`config.mk`:
```
export PLATFORM = sky130hd
export DESIGN_NAME = led_fade_program_sequencer_core
export DESIGN_NICKNAME = d
export VERILOG_FILES = /design/src/sv/lfps_pkg.sv /design/src/sv/lfps_datapath.sv /design/src/sv/lfps_ctrl.sv /design/src/sv/led_fade_program_sequencer_core.sv
export VERILOG_INCLUDE_DIRS = /design/src /design/src/sv
export SDC_FILE = /design/constraint.sdc
export NUM_CORES = 2
export LEC_CHECK = 0
export BUFFER_PORTS_ARGS = -buffer_cell sky130_fd_sc_hd__buf_2
export CAP_MARGIN = 10
export CORE_ASPECT_RATIO = 1.75
export CORE_MARGIN = 4
export CORE_UTILIZATION = 56
export CTS_BUF_LIST = sky130_fd_sc_hd__clkbuf_16
export DETAILED_ROUTE_END_ITERATION = 10
export HOLD_SLACK_MARGIN = 0.15
export PLACE_DENSITY = 0.72
export SLEW_MARGIN = 20
export SYNTH_ARGS = -nofsm -noshare
export SYNTH_HDL_FRONTEND = slang
export SYNTH_SLANG_ARGS = --single-unit
```
`constraint.sdc`:
```
create_clock -name clock -period 8.2 [get_ports clock]
set_input_delay 1.64 -clock clock [delete_from_list [all_inputs] [get_ports clock]]
set_output_delay 1.64 -clock clock [all_outputs]
set_load 0.1 [all_outputs]
```
`src/sv/led_fade_program_sequencer_core_assert.svh`:
```
// Assertion macros shared by the LED fade sequencer modules.
`ifndef LED_FADE_PROGRAM_SEQUENCER_CORE_ASSERT_SVH
`define LED_FADE_PROGRAM_SEQUENCER_CORE_ASSERT_SVH

// Same-cycle implication, checked on the rising clock edge outside reset.
`define LFPS_ASSERT_IMP(label, ante, cons) \
   label: assert property (@(posedge clock) disable iff (reset) (ante) |-> (cons)) \
      else $error("lfps: same-cycle check failed");

// Next-cycle implication, checked on the rising clock edge outside reset.
`define LFPS_ASSERT_NEXT(label, ante, cons) \
   label: assert property (@(posedge clock) disable iff (reset) (ante) |=> (cons)) \
      else $error("lfps: next-cycle check failed");

`endif

```
`src/sv/lfps_pkg.sv`:
```
// Shared types, constants and program decode functions of the LED fade sequencer.
package lfps_pkg;

   localparam int LED_COUNT     = 64;
   localparam int LED_IDX_W     = 6;
   localparam int PROGRAM_STEPS = 16;
   localparam int STEP_W        = 4;
   localparam int PAIR_COUNT    = 8;
   localparam int PAIR_IDX_W    = 3;
   localparam int CSR_IDX_W     = 4;
   localparam int PAIR_W        = 20;
   localparam int CODE_W        = 10;
   localparam int LEN_W         = 8;
   localparam int KIND_W        = 2;
   localparam int LEVEL_W       = 8;
   localparam int NUM_W         = 16;
   localparam int REM_W         = 9;
   localparam int DIV_CNT_W     = 4;

   localparam logic [KIND_W-1:0] KIND_WAIT = 2'd0;
   localparam logic [KIND_W-1:0] KIND_IN   = 2'd1;
   localparam logic [KIND_W-1:0] KIND_OUT  = 2'd2;
   localparam logic [KIND_W-1:0] KIND_HOLD = 2'd3;

   localparam logic [STEP_W-1:0]    LAST_STEP = STEP_W'(PROGRAM_STEPS - 1);
   localparam logic [DIV_CNT_W-1:0] DIV_LAST  = DIV_CNT_W'(NUM_W - 1);

   typedef logic [PAIR_COUNT-1:0][PAIR_W-1:0] pairs_type;

   // Pair 7 first: packed arrays list the highest index on the left.
   localparam pairs_type PAIR_RESET = {
      20'd51742, 20'd51459, 20'd1539, 20'd102661,
      20'd1541,  20'd102663, 20'd1543, 20'd51556
   };

   typedef struct packed {
      logic [LEN_W-1:0]   frame;
      logic [STEP_W-1:0]  step;
      logic               done;
      logic [LEVEL_W-1:0] level;
   } entry_type;

   typedef enum logic [1:0] {
      ST_IDLE,
      ST_EVAL,
      ST_DIV,
      ST_WRITE
   } state_type;

   typedef struct packed {
      logic idle;
      logic accept;
      logic eval;
      logic div_step;
      logic write;
   } cmd_type;

   typedef struct packed {
      logic need_div;
      logic div_last;
      logic out_free;
   } status_type;

   function automatic logic [CODE_W-1:0] step_code(input pairs_type pairs,
                                                   input logic [STEP_W-1:0] step);
      logic [PAIR_W-1:0] word;
      word = pairs[step[STEP_W-1:1]];
      return step[0] ? word[2*CODE_W-1:CODE_W] : word[CODE_W-1:0];
   endfunction

   function automatic logic [KIND_W-1:0] step_kind(input pairs_type pairs,
                                                   input logic [STEP_W-1:0] step);
      logic [CODE_W-1:0] code;
      code = step_code(pairs, step);
      return code[CODE_W-1:LEN_W];
   endfunction

   // A zero length counts as one frame.
   function automatic logic [LEN_W-1:0] step_len(input pairs_type pairs,
                                                 input logic [STEP_W-1:0] step);
      logic [CODE_W-1:0] code;
      code = step_code(pairs, step);
      return (code[LEN_W-1:0] == '0) ? LEN_W'(1) : code[LEN_W-1:0];
   endfunction

endpackage

```
`src/sv/lfps_datapath.sv`:
```
// Datapath: program registers, per-LED state memory, serial divider, result register.
`include "led_fade_program_sequencer_core_assert.svh"

module lfps_datapath (
   input  logic                                 clock,
   input  logic                                 reset,
   input  lfps_pkg::cmd_type                    cmd,
   output lfps_pkg::status_type                 status,
   input  logic [lfps_pkg::LED_IDX_W-1:0]       req_led_index,
   input  logic                                 csr_wr_en,
   input  logic [lfps_pkg::CSR_IDX_W-1:0]       csr_index,
   input  logic [lfps_pkg::PAIR_W-1:0]          csr_wr_data,
   output logic                                 rsp_valid,
   input  logic                                 rsp_stall,
   output logic [lfps_pkg::LED_IDX_W-1:0]       rsp_led_echo,
   output logic [lfps_pkg::LEVEL_W-1:0]         rsp_level,
   output logic [lfps_pkg::STEP_W-1:0]          rsp_step_now,
   output logic [lfps_pkg::KIND_W-1:0]          rsp_kind_now,
   output logic                                 rsp_finished
);

   lfps_pkg::pairs_type                  pairs_ff;
   lfps_pkg::entry_type                  mem_ff [lfps_pkg::LED_COUNT];
   logic [lfps_pkg::LED_COUNT-1:0]       ent_valid_ff;
   lfps_pkg::entry_type                  rd_data_ff;
   logic                                 rd_valid_ff;
   logic [lfps_pkg::LED_IDX_W-1:0]       led_ff;

   lfps_pkg::entry_type                  new_entry_ff;
   logic [lfps_pkg::KIND_W-1:0]          new_kind_ff;
   logic                                 use_div_ff;
   logic [lfps_pkg::NUM_W-1:0]           div_num_ff;
   logic [lfps_pkg::REM_W-1:0]           div_rem_ff;
   logic [lfps_pkg::LEN_W-1:0]           div_den_ff;
   logic [lfps_pkg::DIV_CNT_W-1:0]       div_cnt_ff;

   logic                                 rsp_valid_ff;
   logic [lfps_pkg::LED_IDX_W-1:0]       rsp_led_ff;
   logic [lfps_pkg::LEVEL_W-1:0]         rsp_level_ff;
   logic [lfps_pkg::STEP_W-1:0]          rsp_step_ff;
   logic [lfps_pkg::KIND_W-1:0]          rsp_kind_ff;
   logic                                 rsp_done_ff;

   lfps_pkg::entry_type                  cur;
   lfps_pkg::entry_type                  nxt;
   logic [lfps_pkg::LEN_W-1:0]           len_cur;
   logic [lfps_pkg::LEN_W-1:0]           len_new;
   logic [lfps_pkg::KIND_W-1:0]          kind_new;
   logic [lfps_pkg::LEN_W-1:0]           base;
   logic [lfps_pkg::NUM_W-1:0]           numer;
   logic                                 need_div;
   logic [lfps_pkg::REM_W-1:0]           rem_sh;
   logic                                 rem_ge;
   logic [lfps_pkg::LEVEL_W-1:0]         level_out;
   logic                                 out_free;

   // Program registers.
   always_ff @(posedge clock) begin
      if (reset) begin
         pairs_ff <= lfps_pkg::PAIR_RESET;
      end else if (csr_wr_en && (csr_index < lfps_pkg::CSR_IDX_W'(lfps_pkg::PAIR_COUNT))) begin
         pairs_ff[csr_index[lfps_pkg::PAIR_IDX_W-1:0]] <= csr_wr_data;
      end
   end

   // State memory: registered read on accept, write at the end of the request.
   always_ff @(posedge clock) begin
      if (cmd.accept) begin
         rd_data_ff <= mem_ff[req_led_index];
         led_ff     <= req_led_index;
      end
      if (cmd.write) begin
         mem_ff[led_ff] <= '{frame: new_entry_ff.frame, step: new_entry_ff.step,
                             done: new_entry_ff.done, level: level_out};
      end
   end

   // Entries never written read as zero.
   always_ff @(posedge clock) begin
      if (reset) begin
         ent_valid_ff <= '0;
         rd_valid_ff  <= 1'b0;
      end else begin
         if (cmd.accept) begin
            rd_valid_ff <= ent_valid_ff[req_led_index];
         end
         if (cmd.write) begin
            ent_valid_ff[led_ff] <= 1'b1;
         end
      end
   end

   // Next LED state for one frame tick.
   always_comb begin
      cur     = rd_valid_ff ? rd_data_ff : '0;
      nxt     = cur;
      len_cur = lfps_pkg::step_len(pairs_ff, cur.step);
      if (!cur.done) begin
         if (cur.frame < len_cur) begin
            nxt.frame = cur.frame + lfps_pkg::LEN_W'(1);
         end else begin
            nxt.frame = '0;
            if (cur.step == lfps_pkg::LAST_STEP) begin
               nxt.done = 1'b1;
            end else begin
               nxt.step = cur.step + lfps_pkg::STEP_W'(1);
            end
         end
      end
      len_new  = lfps_pkg::step_len(pairs_ff, nxt.step);
      kind_new = lfps_pkg::step_kind(pairs_ff, nxt.step);
      need_div = !nxt.done && ((kind_new == lfps_pkg::KIND_IN) ||
                               (kind_new == lfps_pkg::KIND_OUT));
      base     = (kind_new == lfps_pkg::KIND_IN) ? nxt.frame : (len_new - nxt.frame);
      // base * 255 as base * 256 - base
      numer    = {base, lfps_pkg::LEN_W'(0)} - {lfps_pkg::LEN_W'(0), base};
   end

   // Restoring divider, one quotient bit a cycle; quotient shifts into div_num_ff.
   always_comb begin
      rem_sh = {div_rem_ff[lfps_pkg::REM_W-2:0], div_num_ff[lfps_pkg::NUM_W-1]};
      rem_ge = rem_sh >= {1'b0, div_den_ff};
   end

   always_ff @(posedge clock) begin
      if (cmd.eval) begin
         new_entry_ff <= nxt;
         new_kind_ff  <= kind_new;
         use_div_ff   <= need_div;
         div_num_ff   <= numer;
         div_rem_ff   <= '0;
         div_den_ff   <= len_new;
         div_cnt_ff   <= lfps_pkg::DIV_LAST;
      end else if (cmd.div_step) begin
         div_rem_ff <= rem_ge ? (rem_sh - {1'b0, div_den_ff}) : rem_sh;
         div_num_ff <= {div_num_ff[lfps_pkg::NUM_W-2:0], rem_ge};
         div_cnt_ff <= div_cnt_ff - lfps_pkg::DIV_CNT_W'(1);
      end
   end

   assign level_out = use_div_ff ? div_num_ff[lfps_pkg::LEVEL_W-1:0] : new_entry_ff.level;
   assign out_free  = !rsp_valid_ff || !rsp_stall;

   // Result register.
   always_ff @(posedge clock) begin
      if (reset) begin
         rsp_valid_ff <= 1'b0;
      end else if (cmd.write) begin
         rsp_valid_ff <= 1'b1;
      end else if (!rsp_stall) begin
         rsp_valid_ff <= 1'b0;
      end
   end

   always_ff @(posedge clock) begin
      if (cmd.write) begin
         rsp_led_ff   <= led_ff;
         rsp_level_ff <= level_out;
         rsp_step_ff  <= new_entry_ff.step;
         rsp_kind_ff  <= new_kind_ff;
         rsp_done_ff  <= new_entry_ff.done;
      end
   end

   assign status.need_div = need_div;
   assign status.div_last = div_cnt_ff == '0;
   assign status.out_free = out_free;

   assign rsp_valid    = rsp_valid_ff;
   assign rsp_led_echo = rsp_led_ff;
   assign rsp_level    = rsp_level_ff;
   assign rsp_step_now = rsp_step_ff;
   assign rsp_kind_now = rsp_kind_ff;
   assign rsp_finished = rsp_done_ff;

   `LFPS_ASSERT_IMP(a_quotient_fits, cmd.write && use_div_ff, div_num_ff[lfps_pkg::NUM_W-1:lfps_pkg::LEVEL_W] == '0)
   `LFPS_ASSERT_NEXT(a_entry_marked, cmd.write, ent_valid_ff[led_ff] && rsp_valid_ff)
   `LFPS_ASSERT_IMP(a_done_on_last, rsp_valid_ff && rsp_done_ff, rsp_step_ff == lfps_pkg::LAST_STEP)

endmodule

```
`src/sv/lfps_ctrl.sv`:
```
// Controller: sequences read, update, divide and write-back for one request.
`include "led_fade_program_sequencer_core_assert.svh"

module lfps_ctrl (
   input  logic                  clock,
   input  logic                  reset,
   input  logic                  req_valid,
   input  lfps_pkg::status_type  status,
   output lfps_pkg::cmd_type     cmd
);

   lfps_pkg::state_type state_ff;
   lfps_pkg::state_type state_in;

   always_ff @(posedge clock) begin
      if (reset) begin
         state_ff <= lfps_pkg::ST_IDLE;
      end else begin
         state_ff <= state_in;
      end
   end

   always_comb begin
      state_in = state_ff;
      cmd      = '0;
      case (state_ff)
         lfps_pkg::ST_IDLE: begin
            cmd.idle   = 1'b1;
            cmd.accept = req_valid;
            if (req_valid) begin
               state_in = lfps_pkg::ST_EVAL;
            end
         end
         lfps_pkg::ST_EVAL: begin
            cmd.eval = 1'b1;
            state_in = status.need_div ? lfps_pkg::ST_DIV : lfps_pkg::ST_WRITE;
         end
         lfps_pkg::ST_DIV: begin
            cmd.div_step = 1'b1;
            if (status.div_last) begin
               state_in = lfps_pkg::ST_WRITE;
            end
         end
         lfps_pkg::ST_WRITE: begin
            // hold until the result register can take the request's result
            cmd.write = status.out_free;
            if (status.out_free) begin
               state_in = lfps_pkg::ST_IDLE;
            end
         end
         default: begin
            state_in = lfps_pkg::ST_IDLE;
         end
      endcase
   end

   `LFPS_ASSERT_NEXT(a_eval_no_div, (state_ff == lfps_pkg::ST_EVAL) && !status.need_div, state_ff == lfps_pkg::ST_WRITE)
   `LFPS_ASSERT_NEXT(a_div_ends, (state_ff == lfps_pkg::ST_DIV) && status.div_last, state_ff == lfps_pkg::ST_WRITE)
   `LFPS_ASSERT_IMP(a_div_entry, state_ff == lfps_pkg::ST_DIV, ($past(state_ff) == lfps_pkg::ST_EVAL) || ($past(state_ff) == lfps_pkg::ST_DIV))

endmodule

```
`src/sv/led_fade_program_sequencer_core.sv`:
```
// Top level of the LED fade program sequencer: controller plus datapath.
// Usage: each request on req_* is one frame tick for LED req_led_index. The
// block advances that LED's frame counter and program step and returns one
// result on rsp_*: the LED index, its level, its step, the step kind, done.
// Channels: valid/stall on both sides; a request is taken when req_valid is
// high and req_stall low, a result when rsp_valid is high and rsp_stall low.
// Flow: a request passes accept, update and write-back for wait and hold steps;
// fades add the restoring divider (base*255/length, base = frame for fade-in,
// length - frame for fade-out) before write-back. The result is registered in
// the cycle after write-back; the next request is taken while it still waits.
// Stall: with the result register full and rsp_stall high, write-back holds and
// req_stall stays high; the pending result never changes.
// Reset: synchronous, active high; all LEDs return to step 0, frame 0, level 0
// and the eight program words return to their power-up program. The user must
// write them via csr_wr_en/csr_index/csr_wr_data while idle; not enforced.
module led_fade_program_sequencer_core (
   input  logic                                 clock,
   input  logic                                 reset,
   input  logic                                 req_valid,
   output logic                                 req_stall,
   input  logic [lfps_pkg::LED_IDX_W-1:0]       req_led_index,
   output logic                                 rsp_valid,
   input  logic                                 rsp_stall,
   output logic [lfps_pkg::LED_IDX_W-1:0]       rsp_led_echo,
   output logic [lfps_pkg::LEVEL_W-1:0]         rsp_level,
   output logic [lfps_pkg::STEP_W-1:0]          rsp_step_now,
   output logic [lfps_pkg::KIND_W-1:0]          rsp_kind_now,
   output logic                                 rsp_finished,
   input  logic                                 csr_wr_en,
   input  logic [lfps_pkg::CSR_IDX_W-1:0]       csr_index,
   input  logic [lfps_pkg::PAIR_W-1:0]          csr_wr_data
);

   lfps_pkg::cmd_type    cmd;
   lfps_pkg::status_type status;

   // Take a request only while the controller is idle.
   assign req_stall = !cmd.idle;

   lfps_ctrl u_ctrl (
      .clock     (clock),
      .reset     (reset),
      .req_valid (req_valid),
      .status    (status),
      .cmd       (cmd)
   );

   lfps_datapath u_datapath (
      .clock         (clock),
      .reset         (reset),
      .cmd           (cmd),
      .status        (status),
      .req_led_index (req_led_index),
      .csr_wr_en     (csr_wr_en),
      .csr_index     (csr_index),
      .csr_wr_data   (csr_wr_data),
      .rsp_valid     (rsp_valid),
      .rsp_stall     (rsp_stall),
      .rsp_led_echo  (rsp_led_echo),
      .rsp_level     (rsp_level),
      .rsp_step_now  (rsp_step_now),
      .rsp_kind_now  (rsp_kind_now),
      .rsp_finished  (rsp_finished)
   );

endmodule
```
==> flow_summary.yaml <==
status:
  status: "complete, no violations"
detailed_routing:
  totalWireLength_mm: 183
  postRouteAntennaNets: 0
  vias_per_cell: 6.45
  dr_wl_met2_mm: 95.9
  first_pass_iters: 5
  dr_total_vias: 37500
  drc: 0
  wire_per_inst_um: 31.4
  drt-initial-drc-count: 4808
  highest_layer: "met5"
  m1WireLength_mm: 61.5
  met3_wirelength_mm: 13.7
timing:
  hold_ws_ns: 0.418
  fmaxAchievable_ghz: 0.128
  setup_ws_ns: 0.380
  skew_ns: 0.0280
  fin_tns_setup_ns: 0
  finalCritPeriodShare: 0.954
  worst_pin_slew_ns: 1.09
  drv_slew: 0
  hold_viol: 0
  slew_headroom: 0.271
  setup_viol: 0
  fin_crit_ns: 7.82
layout:
  nNetsFinal: 4149
  fin_util: 0.633
  final_cells: 5816
  fin_area_um2: 76200
  num-fill-cells: 8337
  drive_gt1_frac: 0.257
  area.growth.synth_to_final_pct: 12.0
worst_setup_path:
  cp.required_ns: 8.72
  critPathKind: "reg -> reg"
  arrival_ns: 8.34
  end_kind: "flop"
  crit_path_start_kind: "flop"
  path_max_fanout: 16
  critPathMostFrequentCell: "nand2_1"
  slowest_stage: "edfxtp_1"
  slowest_delay_ns: 0.43
place:
  place_congestion: 0.962
  dp_slack_ns: -0.0249
  dp.cells: 5538
  dp_hpwl_mm: 107
  port-buffer-count: 57
  placed_cell_area_um2: 71100
pwr:
  cellLeakagePower_nw: 24.7
  totalPowerFinal_mw: 19.5
  vdd_ir_drop_max_mv: 0.236
  power_density_nw_per_um2: 256
cts:
  clkSlewWorstSetupHoldPaths_ns: 0.07
  h-tree-depth: 4
  clock_sinks: 1680
  numCtsBuffers: 145
  clkLatencyLatePin_ns: 0.77
  cts.path.max_buffers: 3
  hold_buffers: 0
  root_buffer: "clkbuf_16"
  cts_tree: "done"
die:
  start_util: 0.565
  die_h_um: 469
  num_rows: 168
  coreArea_um2: 120000
  dieArea_um2: 127000
  io-pin-count: 58
  die_x_um: 271
global_route:
  antenna_found_initial: 10
  grt_pass1_vias: 37600
  grt_pass1_wl_mm: 262
  grt_max_degree: 117
  track_usage: 0.288
  grt_overflow: 0
synthesis:
  synth_async_sr_flop_share: 0
  synth_edf_count: 1440
  ys_ff_latch: 1680
  synthDistinctLibCells: 76
  yosysSeqAreaShare: 0.707
  synth.avg_cell_area_um2: 17.4
  yosysWarnings: 0
  syn_nets: 3978
  yosys_most_used_dff: "edfxtp_1"
  syn_inst: 3908
  syn_area_um2: 68000
flow_run:
  drv_cap: 0
min_path:
  min_path_type: "reg -> reg"
[final timing paths]
check / start / end / slack [ns] / depth (start not counted)
max: u_datapath.rd_data_ff[10]$_DFFE_PP_ / u_datapath.div_num_ff[8]$_DFFE_PP_ / 0.38 / 36
min: u_datapath.new_kind_ff[0]$_DFFE_PN_ / u_datapath.rsp_kind_now[0]$_DFFE_PP_ / 0.42 / 0
max reg2reg: u_datapath.rd_data_ff[10]$_DFFE_PP_ / u_datapath.div_num_ff[8]$_DFFE_PP_ / 0.38 / 36
min reg2reg: u_datapath.new_kind_ff[0]$_DFFE_PN_ / u_datapath.rsp_kind_now[0]$_DFFE_PP_ / 0.42 / 0
[cells in the mapped netlist, drive strengths merged, types with 9 or more instances]
library cell | n | share of area
nand4 | 11 | 0.0010
and2 | 35 | 0.0032
o2111ai | 24 | 0.0031
nand3 | 13 | 0.00096
nor2 | 256 | 0.014
mux4 | 463 | 0.15
buf | 74 | 0.0063
xor2 | 10 | 0.0013
edfxtp | 1440 | 0.64
clkbuf | 176 | 0.0097
dfxtp | 240 | 0.071
nand2b | 33 | 0.0030
o21ai | 67 | 0.0049
mux2i | 44 | 0.0065
nor3 | 33 | 0.0025
a211oi | 31 | 0.0034
nand3b | 57 | 0.0063
a21oi | 166 | 0.012
nand2 | 428 | 0.024
or3 | 10 | 0.00092
nor2b | 15 | 0.0014
mux2 | 30 | 0.0050
a22oi | 22 | 0.0024
a21o | 10 | 0.0011
a31oi | 19 | 0.0023
and3 | 9 | 0.00083
xnor2 | 14 | 0.0018
ha | 33 | 0.0061
o21ba | 11 | 0.0016
o22ai | 11 | 0.0011
inv | 41 | 0.0023
[per-layer routing]
| layer | vias to the layer above | global-route usage |
|---|---|---|
| met5 | - | 0 |
| li1 | 15700 | - |
| met3 | 485 | 0.0507 |
| met4 | 2 | 0.157 |
| met2 | 1897 | 0.506 |
| met1 | 19400 | 0.341 |
[layout by cell type, fill, tap and decap left out, types with 32 or more instances in the layout]
master / netlist / final
buf_2: 10 / 52
edfxtp_1: 1440 / 1440
buf_4: 22 / 203
nand2b_1: 33 / 33
nand3b_1: 57 / 57
mux4_2: 463 / 463
nor2_2: 0 / 67
clkbuf_16: 0 / 152
mux2i_1: 44 / 42
a21oi_1: 164 / 163
nor2_1: 256 / 188
inv_1: 40 / 67
ha_1: 33 / 32
and2_1: 34 / 34
dfxtp_1: 240 / 239
nand2_1: 428 / 428
o21ai_0: 58 / 56
[where the power goes]
| part | internal [mW] | switching [mW] |
|---|---|---|
| clock | 3.83 | 3.07 |
| combinational | 0.575 | 1.63 |
| sequential | 10.2 | 0.138 |
| total | 14.6 | 4.84 |
[worst max-delay path, delay by kind of cell, from the launching register on]
| kind | cells | cell delay, ns |
|---|---|---|
| AOI/OAI and AO/OA | 13 | 2.27 |
| and+or+nand+nor | 11 | 2.24 |
| buffers and inverters | 6 | 0.98 |
| adders and majority gates | 3 | 0.84 |
| muxes | 2 | 0.64 |
| DFF | 1 | 0.43 |
| xor gates and xnor gates | 1 | 0.16 |
[cell families after synthesis]
logic type	Yosys count	synth area share
muxes	537	0.165
adders and majority gates	35	0.00666
buffers and inverters	292	0.0183
and+or+nand+nor	918	0.0602
DFF	1680	0.707
AOI/OAI and AO/OA	422	0.0403
xor gates and xnor gates	24	0.00309
[final cells by class]
class | count | area (um^2) | share of cell area
sequential | 1680 | 48000 | 0.631
clock inverter | 110 | 983 | 0.0129
clock buffer | 151 | 3780 | 0.0496
tap | 1615 | 2020 | 0.0265
inverter | 42 | 158 | 0.00207
timing repair buffer | 274 | 2100 | 0.0276
antenna | 8 | 20.0 | 0.000263
multi-input combinational | 1936 | 19000 | 0.250
[repair_timing]
item / CTS / global route
gates cloned: 0 / 1
pin swaps: 0 / 6
setup buffers: 0 / 6
resized for setup: 2 / 27
setup endpoints to repair: 3 / 11
[sequential cells by signal (all words and copies together) (netlist names), 2 cells and up]
| register | cells |
|---|---|
| u_datapath.div_num_ff | 16 |
| u_datapath.rsp_step_now | 4 |
| u_datapath.led_ff | 6 |
| u_ctrl.state_ff | 2 |
| u_datapath.pairs_ff | 160 |
| u_datapath.div_rem_ff | 8 |
| u_datapath.div_cnt_ff | 4 |
| u_datapath.div_den_ff | 8 |
| u_datapath.rsp_led_echo | 6 |
| u_datapath.new_entry_ff | 21 |
| u_datapath.ent_valid_ff | 64 |
| u_datapath.rsp_kind_now | 2 |
| u_datapath.mem_ff | 1344 |
| u_datapath.rsp_level | 8 |
| u_datapath.rd_data_ff | 21 |
| u_datapath.new_kind_ff | 2 |
No activity file was read; power rests on OpenSTA's default activity.
